**src/ilir_pkg.sv**
```systemverilog
// shared types and constants for the indexed list block
// no dependencies
package ilir_pkg;

   localparam int ILIR_DEPTH     = 16;
   localparam int ILIR_WORD_BITS = 32;

   localparam int FUNC_W      = 4;
   localparam int POS_W       = 8;
   localparam int DATA_W      = 32;
   localparam int STATUS_W    = 2;
   localparam int COUNT_W     = 5;
   localparam int REQ_TDATA_W = 48;
   localparam int RSP_TDATA_W = 40;

   typedef enum logic [FUNC_W-1:0] {
      FN_WRITE         = 4'd0,
      FN_GET           = 4'd1,
      FN_APPEND        = 4'd2,
      FN_INSERT        = 4'd3,
      FN_REMOVE        = 4'd4,
      FN_POP           = 4'd5,
      FN_SET_LENGTH    = 4'd6,
      FN_REMOVE_LAST_N = 4'd7,
      FN_REMOVE_RANGE  = 4'd8,
      FN_ZERO_RANGE    = 4'd9
   } func_type;

   typedef enum logic [STATUS_W-1:0] {
      STAT_OK   = 2'd0,
      STAT_ERR  = 2'd1,
      STAT_FULL = 2'd2
   } status_type;

   typedef enum logic [2:0] {
      CELL_HOLD,
      CELL_WRITE,
      CELL_INSERT,
      CELL_REMOVE,
      CELL_ZERO,
      CELL_GATHER_FIRST,
      CELL_GATHER,
      CELL_COMMIT
   } cell_op_type;

   typedef struct packed {
      cell_op_type            op;
      logic [POS_W-1:0]       lo;
      logic [POS_W-1:0]       hi;
   } cmd_type;

   typedef enum logic {
      S_IDLE,
      S_GATHER
   } state_type;

endpackage

```
**src/ilir_cell.sv**
```systemverilog
// one list entry: stored word plus a move lane for multi-place shifts
// depends on ilir_pkg
module ilir_cell
   import ilir_pkg::*;
#(
   parameter int WORD_BITS = ILIR_WORD_BITS,
   parameter int INDEX     = 0
) (
   input  logic                 clock,
   input  logic                 reset,
   input  cmd_type              cmd,
   input  logic [WORD_BITS-1:0] wr_data,
   input  logic [WORD_BITS-1:0] lower_main,
   input  logic [WORD_BITS-1:0] upper_main,
   input  logic [WORD_BITS-1:0] upper_move,
   output logic [WORD_BITS-1:0] main_ff,
   output logic [WORD_BITS-1:0] move_ff
);

   localparam logic [POS_W-1:0] IDX = POS_W'(INDEX);

   logic [WORD_BITS-1:0] main_in;
   logic [WORD_BITS-1:0] move_in;
   logic                 in_range;

   assign in_range = (IDX >= cmd.lo) && (IDX < cmd.hi);

   always_comb begin
      main_in = main_ff;
      move_in = move_ff;
      unique case (cmd.op)
         CELL_HOLD: begin
         end
         CELL_WRITE: begin
            if (IDX == cmd.lo) main_in = wr_data;
         end
         CELL_INSERT: begin
            if (IDX == cmd.lo) begin
               main_in = wr_data;
            end else if ((IDX > cmd.lo) && (IDX <= cmd.hi)) begin
               main_in = lower_main;
            end
         end
         CELL_REMOVE: begin
            if (in_range) main_in = upper_main;
         end
         CELL_ZERO: begin
            if (in_range) main_in = '0;
         end
         CELL_GATHER_FIRST: begin
            move_in = upper_main;
         end
         CELL_GATHER: begin
            move_in = upper_move;
         end
         CELL_COMMIT: begin
            if (in_range) main_in = move_ff;
         end
         default: begin
         end
      endcase
   end

   always_ff @(posedge clock) begin
      if (reset) begin
         main_ff <= '0;
      end else begin
         main_ff <= main_in;
      end
   end

   always_ff @(posedge clock) begin
      move_ff <= move_in;
   end

endmodule

```
**src/ilir_ctrl.sv**
```systemverilog
// operation decode, length register, range-removal sequencer and result register
// depends on ilir_pkg
module ilir_ctrl
   import ilir_pkg::*;
#(
   parameter int DEPTH     = ILIR_DEPTH,
   parameter int WORD_BITS = ILIR_WORD_BITS
) (
   input  logic                 clock,
   input  logic                 reset,
   input  logic                 req_tvalid,
   output logic                 req_tready,
   input  logic [FUNC_W-1:0]    req_func,
   input  logic [POS_W-1:0]     req_position,
   input  logic [POS_W-1:0]     req_amount,
   input  logic [WORD_BITS-1:0] rd_word,
   input  logic                 rsp_tready,
   output cmd_type              cmd,
   output logic [POS_W-1:0]     rd_idx,
   output logic                 rsp_tvalid,
   output logic [DATA_W-1:0]    rsp_data_out,
   output logic [STATUS_W-1:0]  rsp_status,
   output logic [COUNT_W-1:0]   rsp_count
);

   localparam int               LEN_W   = $clog2(DEPTH + 1);
   localparam logic [POS_W-1:0] DEPTH_P = POS_W'(DEPTH);

   state_type          state_ff, state_in;
   logic [LEN_W-1:0]   len_ff, len_in;
   logic [LEN_W-1:0]   cnt_ff, cnt_in;
   logic [POS_W-1:0]   lo_ff, lo_in;
   logic [POS_W-1:0]   hi_ff, hi_in;
   status_type         stat_ff, stat_in;
   logic               rsp_valid_ff;
   logic [DATA_W-1:0]  rsp_data_ff;
   status_type         rsp_status_ff;
   logic [COUNT_W-1:0] rsp_count_ff;

   logic               req_fire;
   logic               load;
   status_type         status_v;
   func_type           fn;
   logic [POS_W-1:0]   len_p;
   logic [POS_W-1:0]   rr_end, rr_start, rr_gap;
   logic [POS_W-1:0]   zr_end, zr_start;

   assign req_tready = (state_ff == S_IDLE) && (!rsp_valid_ff || rsp_tready);
   assign req_fire   = req_tvalid && req_tready;
   assign fn         = func_type'(req_func);
   assign len_p      = POS_W'(len_ff);

   // clamped bounds for range removal and range zeroing
   assign rr_end   = (req_amount > len_p) ? len_p : req_amount;
   assign rr_start = (req_position > rr_end) ? rr_end : req_position;
   assign rr_gap   = rr_end - rr_start;
   assign zr_end   = (req_amount > DEPTH_P) ? DEPTH_P : req_amount;
   assign zr_start = (req_position > zr_end) ? zr_end : req_position;

   always_comb begin
      state_in = state_ff;
      len_in   = len_ff;
      cnt_in   = cnt_ff;
      lo_in    = lo_ff;
      hi_in    = hi_ff;
      stat_in  = stat_ff;
      cmd      = '{op: CELL_HOLD, lo: '0, hi: '0};
      rd_idx   = '1;
      load     = 1'b0;
      status_v = STAT_OK;
      unique case (state_ff)
         S_IDLE: begin
            if (req_fire) begin
               load = 1'b1;
               unique case (fn)
                  FN_WRITE: begin
                     if (req_position >= len_p) status_v = STAT_ERR;
                     cmd = '{op: CELL_WRITE, lo: req_position, hi: '0};
                  end
                  FN_GET: begin
                     if (req_position >= len_p) status_v = STAT_ERR;
                     rd_idx = req_position;
                  end
                  FN_APPEND: begin
                     if (len_p >= DEPTH_P) begin
                        status_v = STAT_FULL;
                     end else begin
                        cmd    = '{op: CELL_WRITE, lo: len_p, hi: '0};
                        len_in = len_ff + 1'b1;
                     end
                  end
                  FN_INSERT: begin
                     if (req_position > len_p) begin
                        status_v = STAT_ERR;
                     end else if (len_p >= DEPTH_P) begin
                        status_v = STAT_FULL;
                     end else begin
                        cmd    = '{op: CELL_INSERT, lo: req_position, hi: len_p};
                        len_in = len_ff + 1'b1;
                     end
                  end
                  FN_REMOVE: begin
                     if (req_position >= len_p) begin
                        status_v = STAT_ERR;
                     end else begin
                        cmd    = '{op: CELL_REMOVE, lo: req_position, hi: len_p - 1'b1};
                        len_in = len_ff - 1'b1;
                     end
                  end
                  FN_POP: begin
                     if (len_ff == '0) begin
                        status_v = STAT_ERR;
                     end else begin
                        rd_idx = len_p - 1'b1;
                        len_in = len_ff - 1'b1;
                     end
                  end
                  FN_SET_LENGTH: begin
                     if (req_amount > DEPTH_P) begin
                        status_v = STAT_ERR;
                        len_in   = LEN_W'(DEPTH);
                     end else begin
                        len_in = LEN_W'(req_amount);
                     end
                  end
                  FN_REMOVE_LAST_N: begin
                     if (req_amount > len_p) begin
                        status_v = STAT_ERR;
                        len_in   = '0;
                     end else begin
                        len_in = LEN_W'(len_p - req_amount);
                     end
                  end
                  FN_REMOVE_RANGE: begin
                     if ((req_position >= len_p) || (req_amount > len_p)) status_v = STAT_ERR;
                     if (rr_gap != '0) begin
                        cmd      = '{op: CELL_GATHER_FIRST, lo: '0, hi: '0};
                        lo_in    = rr_start;
                        hi_in    = len_p - rr_gap;
                        cnt_in   = LEN_W'(rr_gap - 1'b1);
                        stat_in  = status_v;
                        state_in = S_GATHER;
                        load     = 1'b0;
                     end
                  end
                  FN_ZERO_RANGE: begin
                     if ((req_position >= DEPTH_P) || (req_amount > DEPTH_P)) begin
                        status_v = STAT_ERR;
                     end
                     cmd = '{op: CELL_ZERO, lo: zr_start, hi: zr_end};
                  end
                  default: begin
                     status_v = STAT_ERR;
                  end
               endcase
            end
         end
         S_GATHER: begin
            if (cnt_ff == '0) begin
               cmd      = '{op: CELL_COMMIT, lo: lo_ff, hi: hi_ff};
               len_in   = LEN_W'(hi_ff);
               status_v = stat_ff;
               load     = 1'b1;
               state_in = S_IDLE;
            end else begin
               cmd    = '{op: CELL_GATHER, lo: '0, hi: '0};
               cnt_in = cnt_ff - 1'b1;
            end
         end
         default: begin
            state_in = S_IDLE;
         end
      endcase
   end

   always_ff @(posedge clock) begin
      if (reset) begin
         state_ff     <= S_IDLE;
         len_ff       <= '0;
         rsp_valid_ff <= 1'b0;
      end else begin
         state_ff <= state_in;
         len_ff   <= len_in;
         if (load) begin
            rsp_valid_ff <= 1'b1;
         end else if (rsp_tready) begin
            rsp_valid_ff <= 1'b0;
         end
      end
   end

   always_ff @(posedge clock) begin
      cnt_ff  <= cnt_in;
      lo_ff   <= lo_in;
      hi_ff   <= hi_in;
      stat_ff <= stat_in;
      if (load) begin
         rsp_data_ff   <= DATA_W'(rd_word);
         rsp_status_ff <= status_v;
         rsp_count_ff  <= COUNT_W'(len_in);
      end
   end

   assign rsp_tvalid   = rsp_valid_ff;
   assign rsp_data_out = rsp_data_ff;
   assign rsp_status   = rsp_status_ff;
   assign rsp_count    = rsp_count_ff;

   a_len_bound: assert property (@(posedge clock) disable iff (reset)
      len_ff <= LEN_W'(DEPTH))
      else $error("list length above capacity");

   a_gather_no_rsp: assert property (@(posedge clock) disable iff (reset)
      state_ff == S_GATHER |-> !rsp_valid_ff)
      else $error("result pending during range removal");

   a_single_rsp: assert property (@(posedge clock) disable iff (reset)
      (req_fire && state_in == S_IDLE) |=> rsp_valid_ff)
      else $error("single-cycle operation gave no result");

   a_cnt_step: assert property (@(posedge clock) disable iff (reset)
      (state_ff == S_GATHER && cnt_ff != '0) |=>
         (state_ff == S_GATHER && cnt_ff == LEN_W'($past(cnt_ff) - 1'b1)))
      else $error("range removal counter skipped");

   a_commit_bound: assert property (@(posedge clock) disable iff (reset)
      state_ff == S_GATHER |-> (hi_ff < len_p && lo_ff <= hi_ff))
      else $error("range removal bounds inconsistent");

endmodule

```
**src/indexed_list_insert_remove_top.sv**
```systemverilog
// indexed list with insert and remove: chain of entry cells plus controller
// depends on ilir_pkg, ilir_cell, ilir_ctrl
//
// channel  dir  fields (low bit first)
// req      in   tdata: position[7:0] amount_or_end[15:8] data_in[47:16]; tuser: func
// rsp      out  tdata: data_out[31:0] status[33:32] count[38:34], bit 39 zero
//
// operations finish on acceptance, except remove range, which gathers entries through the move lanes before its commit
// result sits in an output register; the next item is taken while it is being drained
// synchronous reset clears every entry and the length
// a stalled result holds off new items until its transfer completes
module indexed_list_insert_remove_top
   import ilir_pkg::*;
#(
   parameter int DEPTH     = ILIR_DEPTH,
   parameter int WORD_BITS = ILIR_WORD_BITS
) (
   input  logic                   clock,
   input  logic                   reset,
   input  logic                   req_tvalid,
   output logic                   req_tready,
   input  logic [REQ_TDATA_W-1:0] req_tdata,  // position, amount_or_end, data_in
   input  logic [FUNC_W-1:0]      req_tuser,  // func
   output logic                   rsp_tvalid,
   input  logic                   rsp_tready,
   output logic [RSP_TDATA_W-1:0] rsp_tdata   // data_out, status, count
);

   cmd_type              cmd;
   logic [POS_W-1:0]     rd_idx;
   logic [WORD_BITS-1:0] rd_word;
   logic [WORD_BITS-1:0] wr_data;
   logic [WORD_BITS-1:0] main_q [DEPTH];
   logic [WORD_BITS-1:0] move_q [DEPTH];
   logic [DATA_W-1:0]    data_out;
   logic [STATUS_W-1:0]  status;
   logic [COUNT_W-1:0]   count;

   assign wr_data = WORD_BITS'(req_tdata[2*POS_W +: DATA_W]);

   ilir_ctrl #(
      .DEPTH     (DEPTH),
      .WORD_BITS (WORD_BITS)
   ) u_ctrl (
      .clock        (clock),
      .reset        (reset),
      .req_tvalid   (req_tvalid),
      .req_tready   (req_tready),
      .req_func     (req_tuser),
      .req_position (req_tdata[0 +: POS_W]),
      .req_amount   (req_tdata[POS_W +: POS_W]),
      .rd_word      (rd_word),
      .rsp_tready   (rsp_tready),
      .cmd          (cmd),
      .rd_idx       (rd_idx),
      .rsp_tvalid   (rsp_tvalid),
      .rsp_data_out (data_out),
      .rsp_status   (status),
      .rsp_count    (count)
   );

   for (genvar i = 0; i < DEPTH; i++) begin : g_entry
      logic [WORD_BITS-1:0] lower_main;
      logic [WORD_BITS-1:0] upper_main;
      logic [WORD_BITS-1:0] upper_move;

      if (i == 0) begin : g_first
         assign lower_main = '0;
      end else begin : g_mid
         assign lower_main = main_q[i-1];
      end

      if (i == DEPTH - 1) begin : g_last
         assign upper_main = '0;
         assign upper_move = '0;
      end else begin : g_below
         assign upper_main = main_q[i+1];
         assign upper_move = move_q[i+1];
      end

      ilir_cell #(
         .WORD_BITS (WORD_BITS),
         .INDEX     (i)
      ) u_entry (
         .clock      (clock),
         .reset      (reset),
         .cmd        (cmd),
         .wr_data    (wr_data),
         .lower_main (lower_main),
         .upper_main (upper_main),
         .upper_move (upper_move),
         .main_ff    (main_q[i]),
         .move_ff    (move_q[i])
      );
   end

   // read select, zero when index is past the last cell
   always_comb begin
      rd_word = '0;
      for (int i = 0; i < DEPTH; i++) begin
         if (POS_W'(i) == rd_idx) rd_word = rd_word | main_q[i];
      end
   end

   assign rsp_tdata = {1'b0, count, status, data_out};

endmodule
```
**config.mk**
```make
export PLATFORM = sky130hd
export DESIGN_NAME = indexed_list_insert_remove_top
export DESIGN_NICKNAME = d
export VERILOG_FILES = /design/src/ilir_pkg.sv /design/src/ilir_cell.sv /design/src/ilir_ctrl.sv /design/src/indexed_list_insert_remove_top.sv
export SDC_FILE = /design/constraint.sdc
export NUM_CORES = 2
export LEC_CHECK = 0
export BUFFER_PORTS_ARGS = -buffer_cell sky130_fd_sc_hd__buf_2
export CAP_MARGIN = 20
export CORE_ASPECT_RATIO = 0.75
export CORE_MARGIN = 4
export CORE_UTILIZATION = 35
export DETAILED_ROUTE_END_ITERATION = 10
export PLACE_DENSITY = 0.53
export SYNTH_ARGS = -nofsm -noshare
export SYNTH_HDL_FRONTEND = slang
export SYNTH_SLANG_ARGS = --single-unit
export TNS_END_PERCENT = 10
```
**constraint.sdc**
```tcl
create_clock -name clock -period 57.8 [get_ports clock]
set_input_delay 5.78 -clock clock [delete_from_list [all_inputs] [get_ports clock]]
set_output_delay 5.78 -clock clock [all_outputs]
set_load 0.05 [all_outputs]
```
==> out/metrics.yaml <==
run_status:
  status: "complete, no violations"
sta:
  hold_violations: 0
  setup_tns_ns: 0
  tightestPinTransition_ns: 1.26
  setup_viol: 0
  maxSlewViolCount: 0
  min_period_over_period_pct: 28.6
  setup_ws_ns: 41.29
  fmax_mhz: 60.6
  max_slew_margin_pct: 16.1
  period_needed_ns: 16.51
  rsz0062_at_grt: "no"
  fin_worst_skew_ns: 0.0513
placed_design:
  place_inst: 7157
  dp_hpwl_mm: 124
  post-place-ws_ns: 40.70
  gp_congestion: 0.913
  portBuffers: 96
clocking:
  cts_sinks: 1060
  cts_buffer_depth: 3
  postCtsHoldBufs: 0
  cts-htree-levels: 3
  cts-resized-gates: 0
  clock_latency_ns: 0.77
  cts_root_buffer: "clkbuf_16"
  cts_tree: "built"
  cts_made_buffers: 107
  post-cts-setup-buffers: 0
  clkSlewWorstSetupHoldPaths_ns: 0.07
global_route:
  grt_pass1_wl_mm: 355
  busiest_layer: "met2"
  antenna_found_initial: 26
  grtUsageTotal_pct: 29.0
  grt_max_degree: 199
  use_met3_pct: 9.10
  grt_util_met1_pct: 40.2
  grt_pass1_vias: 46700
  gr-usage-met2_pct: 40.7
  grt_overflow: 0
detailed_routing:
  wire_per_inst_um: 34.0
  first_pass_iters: 7
  wl_mm: 251
  vias_per_cell: 6.92
  final_antenna_net_count: 0
  drc_errors: 0
  vias: 51000
  dr.first_iter.drc_count: 9012
worst_setup_path:
  slowest_delay_ns: 0.87
  arrival_ns: 16.87
  regToRegSetupSlack_ns: 45.50
  cp_slowest_cell: "nand2_4"
  reg2reg_from: "u_ctrl.len_ff[4]"
  required_ns: 58.16
  setup.worst_path.end_class: "register"
  r2r-end: "g_entry[2].u_entry.move_ff[5]"
  critical_path_class: "input pin to register"
  worst-path-max-fanout: 137
  r2r_cells: 30
  start_kind: "input pin"
  worst_path_most_repeated_cell: "buf_4"
die:
  die_area_sq_um: 166000
  core_sq_um: 158000
  num_rows: 126
  initial_core_util_pct: 35.3
  ios: 98
  die_h_um: 354
  die_w_um: 469
power:
  power.density_nw_per_um2: 26.5
  leakagePower_nw: 20.7
  ir_drop_uv: 21.9
synthesis:
  yosys-top-cells-area: "edfxtp_1 (29%), dfxtp_1 (19%), mux2_2 (9.1%)"
  synth_cell_types: 93
  synth.ff_latch_count: 1060
  ys_warn_count: 0
  synth_flop_cell: "edfxtp_1"
  synth.yosys.seq_area_share_pct: 47.8
  synth_edf_count: 541
  syn_area_sq_um: 55800
  avgSynthCellArea_sq_um: 10.3
  yosys.area.top_type: "edfxtp_1"
  synthArstFlopShare_pct: 0
  synth_common_cells: "edfxtp_1 (541), dfxtp_1 (519), nand2_1 (506), nor2_1 (500), clkbuf_1 (478)"
  synth_top_area_share_pct: 29.1
  yosysMostFrequentCell: "edfxtp_1"
  syn_inst: 5403
worst_hold_path:
  min_path_cells: 2
  hp-start: "g_entry[0].u_entry.main_ff[16]"
  hold_path.class: "register to register"
  min_to: "g_entry[0].u_entry.main_ff[16]"
final_layout:
  drive_gt1_share_pct: 17.6
  layout.nets: 5265
  final_util_pct: 39.1
  area_growth_pct: 10.5
  instances_no_fill: 7376
  n_fill_cell: 15300
run:
  drv_cap: 0
[worst max-delay path, delay by kind of cell]
family	cells	cell delay (ns)
buffers and inverters	9	3.62
AND/OR/NAND/NOR	11	3.00
AO/OA/AOI/OAI	11	2.79
adder cells (fa/ha/maj)	4	1.24
[placed cells by master, fill, tap and decap left out, types with 152 or more instances in the layout]
cell        n
nand2_1   503
edfxtp_1  541
a21oi_1   160
nand3_1   152
a221oi_1  456
a211oi_1  342
nor2_1    478
dfxtp_1   519
mux2_2    449
a22o_1    336
[final cells by class]
class | count | area [sq um] | area share, %
clock inverters | 37 | 255 | 0.414
multi-input cells | 3738 | 27300 | 44.3
inverters | 42 | 158 | 0.256
flip-flops and latches | 1060 | 26600 | 43.2
clock buffers | 166 | 3120 | 5.07
diodes | 14 | 35.0 | 0.0568
well taps | 2112 | 2640 | 4.29
repair buffers | 207 | 1460 | 2.37
[cells by family after synthesis]
logic type / after synthesis / share of synthesized area, %
xor+xnor: 18 / 0.283
compound gates: 1778 / 26.1
fa+ha+maj: 53 / 1.23
buf+inv: 612 / 4.35
other cells: 2 / 0.0135
flops: 1060 / 47.8
simple gates: 1427 / 11.1
mux: 453 / 9.14
[sequential cells by signal (all words and copies together) (netlist names)]
register	flops
g_entry.u_entry.main_ff	512
u_ctrl.rsp_status	2
g_entry.u_entry.move_ff	480
u_ctrl.lo_ff	8
u_ctrl.rsp_count	5
u_ctrl.stat_ff	1
u_ctrl.len_ff	5
u_ctrl.rsp_tvalid	1
u_ctrl.rsp_data_out	32
u_ctrl.cnt_ff	5
u_ctrl.hi_ff	8
u_ctrl.state_ff	1
[worst max-delay path by stage]
stage,slack [ns],start,cells after the start,to
floorplan,34.59,req_tdata[9],32,g_entry[0].u_entry.move_ff[0]
global placement,40.72,req_tdata[9],35,g_entry[0].u_entry.move_ff[1]
detailed placement,40.70,req_tdata[9],35,g_entry[0].u_entry.move_ff[1]
CTS,41.43,req_tdata[9],35,g_entry[6].u_entry.move_ff[1]
global route,40.45,req_tdata[9],35,g_entry[2].u_entry.move_ff[5]
finish,41.29,req_tdata[9],35,g_entry[2].u_entry.move_ff[5]
[stage by stage]
step                power, mW  area (sq um)  hold slack (ns)
floorplan               0.911         55800            0.488
global placement        0.944         58100            0.505
detailed placement      0.945         58200            0.512
CTS                      1.63         61500            0.523
global route             1.68         61600            0.545
finish                   1.63         61600            0.521
[power breakdown]
part / internal (mW) / switching (mW) / leakage [nW]
logic: 0.0385 / 0.0759 / 9.77
clock network: 0.377 / 0.321 / 1.66
registers: 0.803 / 0.0154 / 9.26
[per-layer routing]
metal | up-vias | part of all wire, %
met4 | 0 | 5.3
met3 | 764 | 13
met1 | 25300 | 40
met2 | 3848 | 41
li1 | 21100 | -
met5 | - | 0
(Power assumes the default switching activity.)
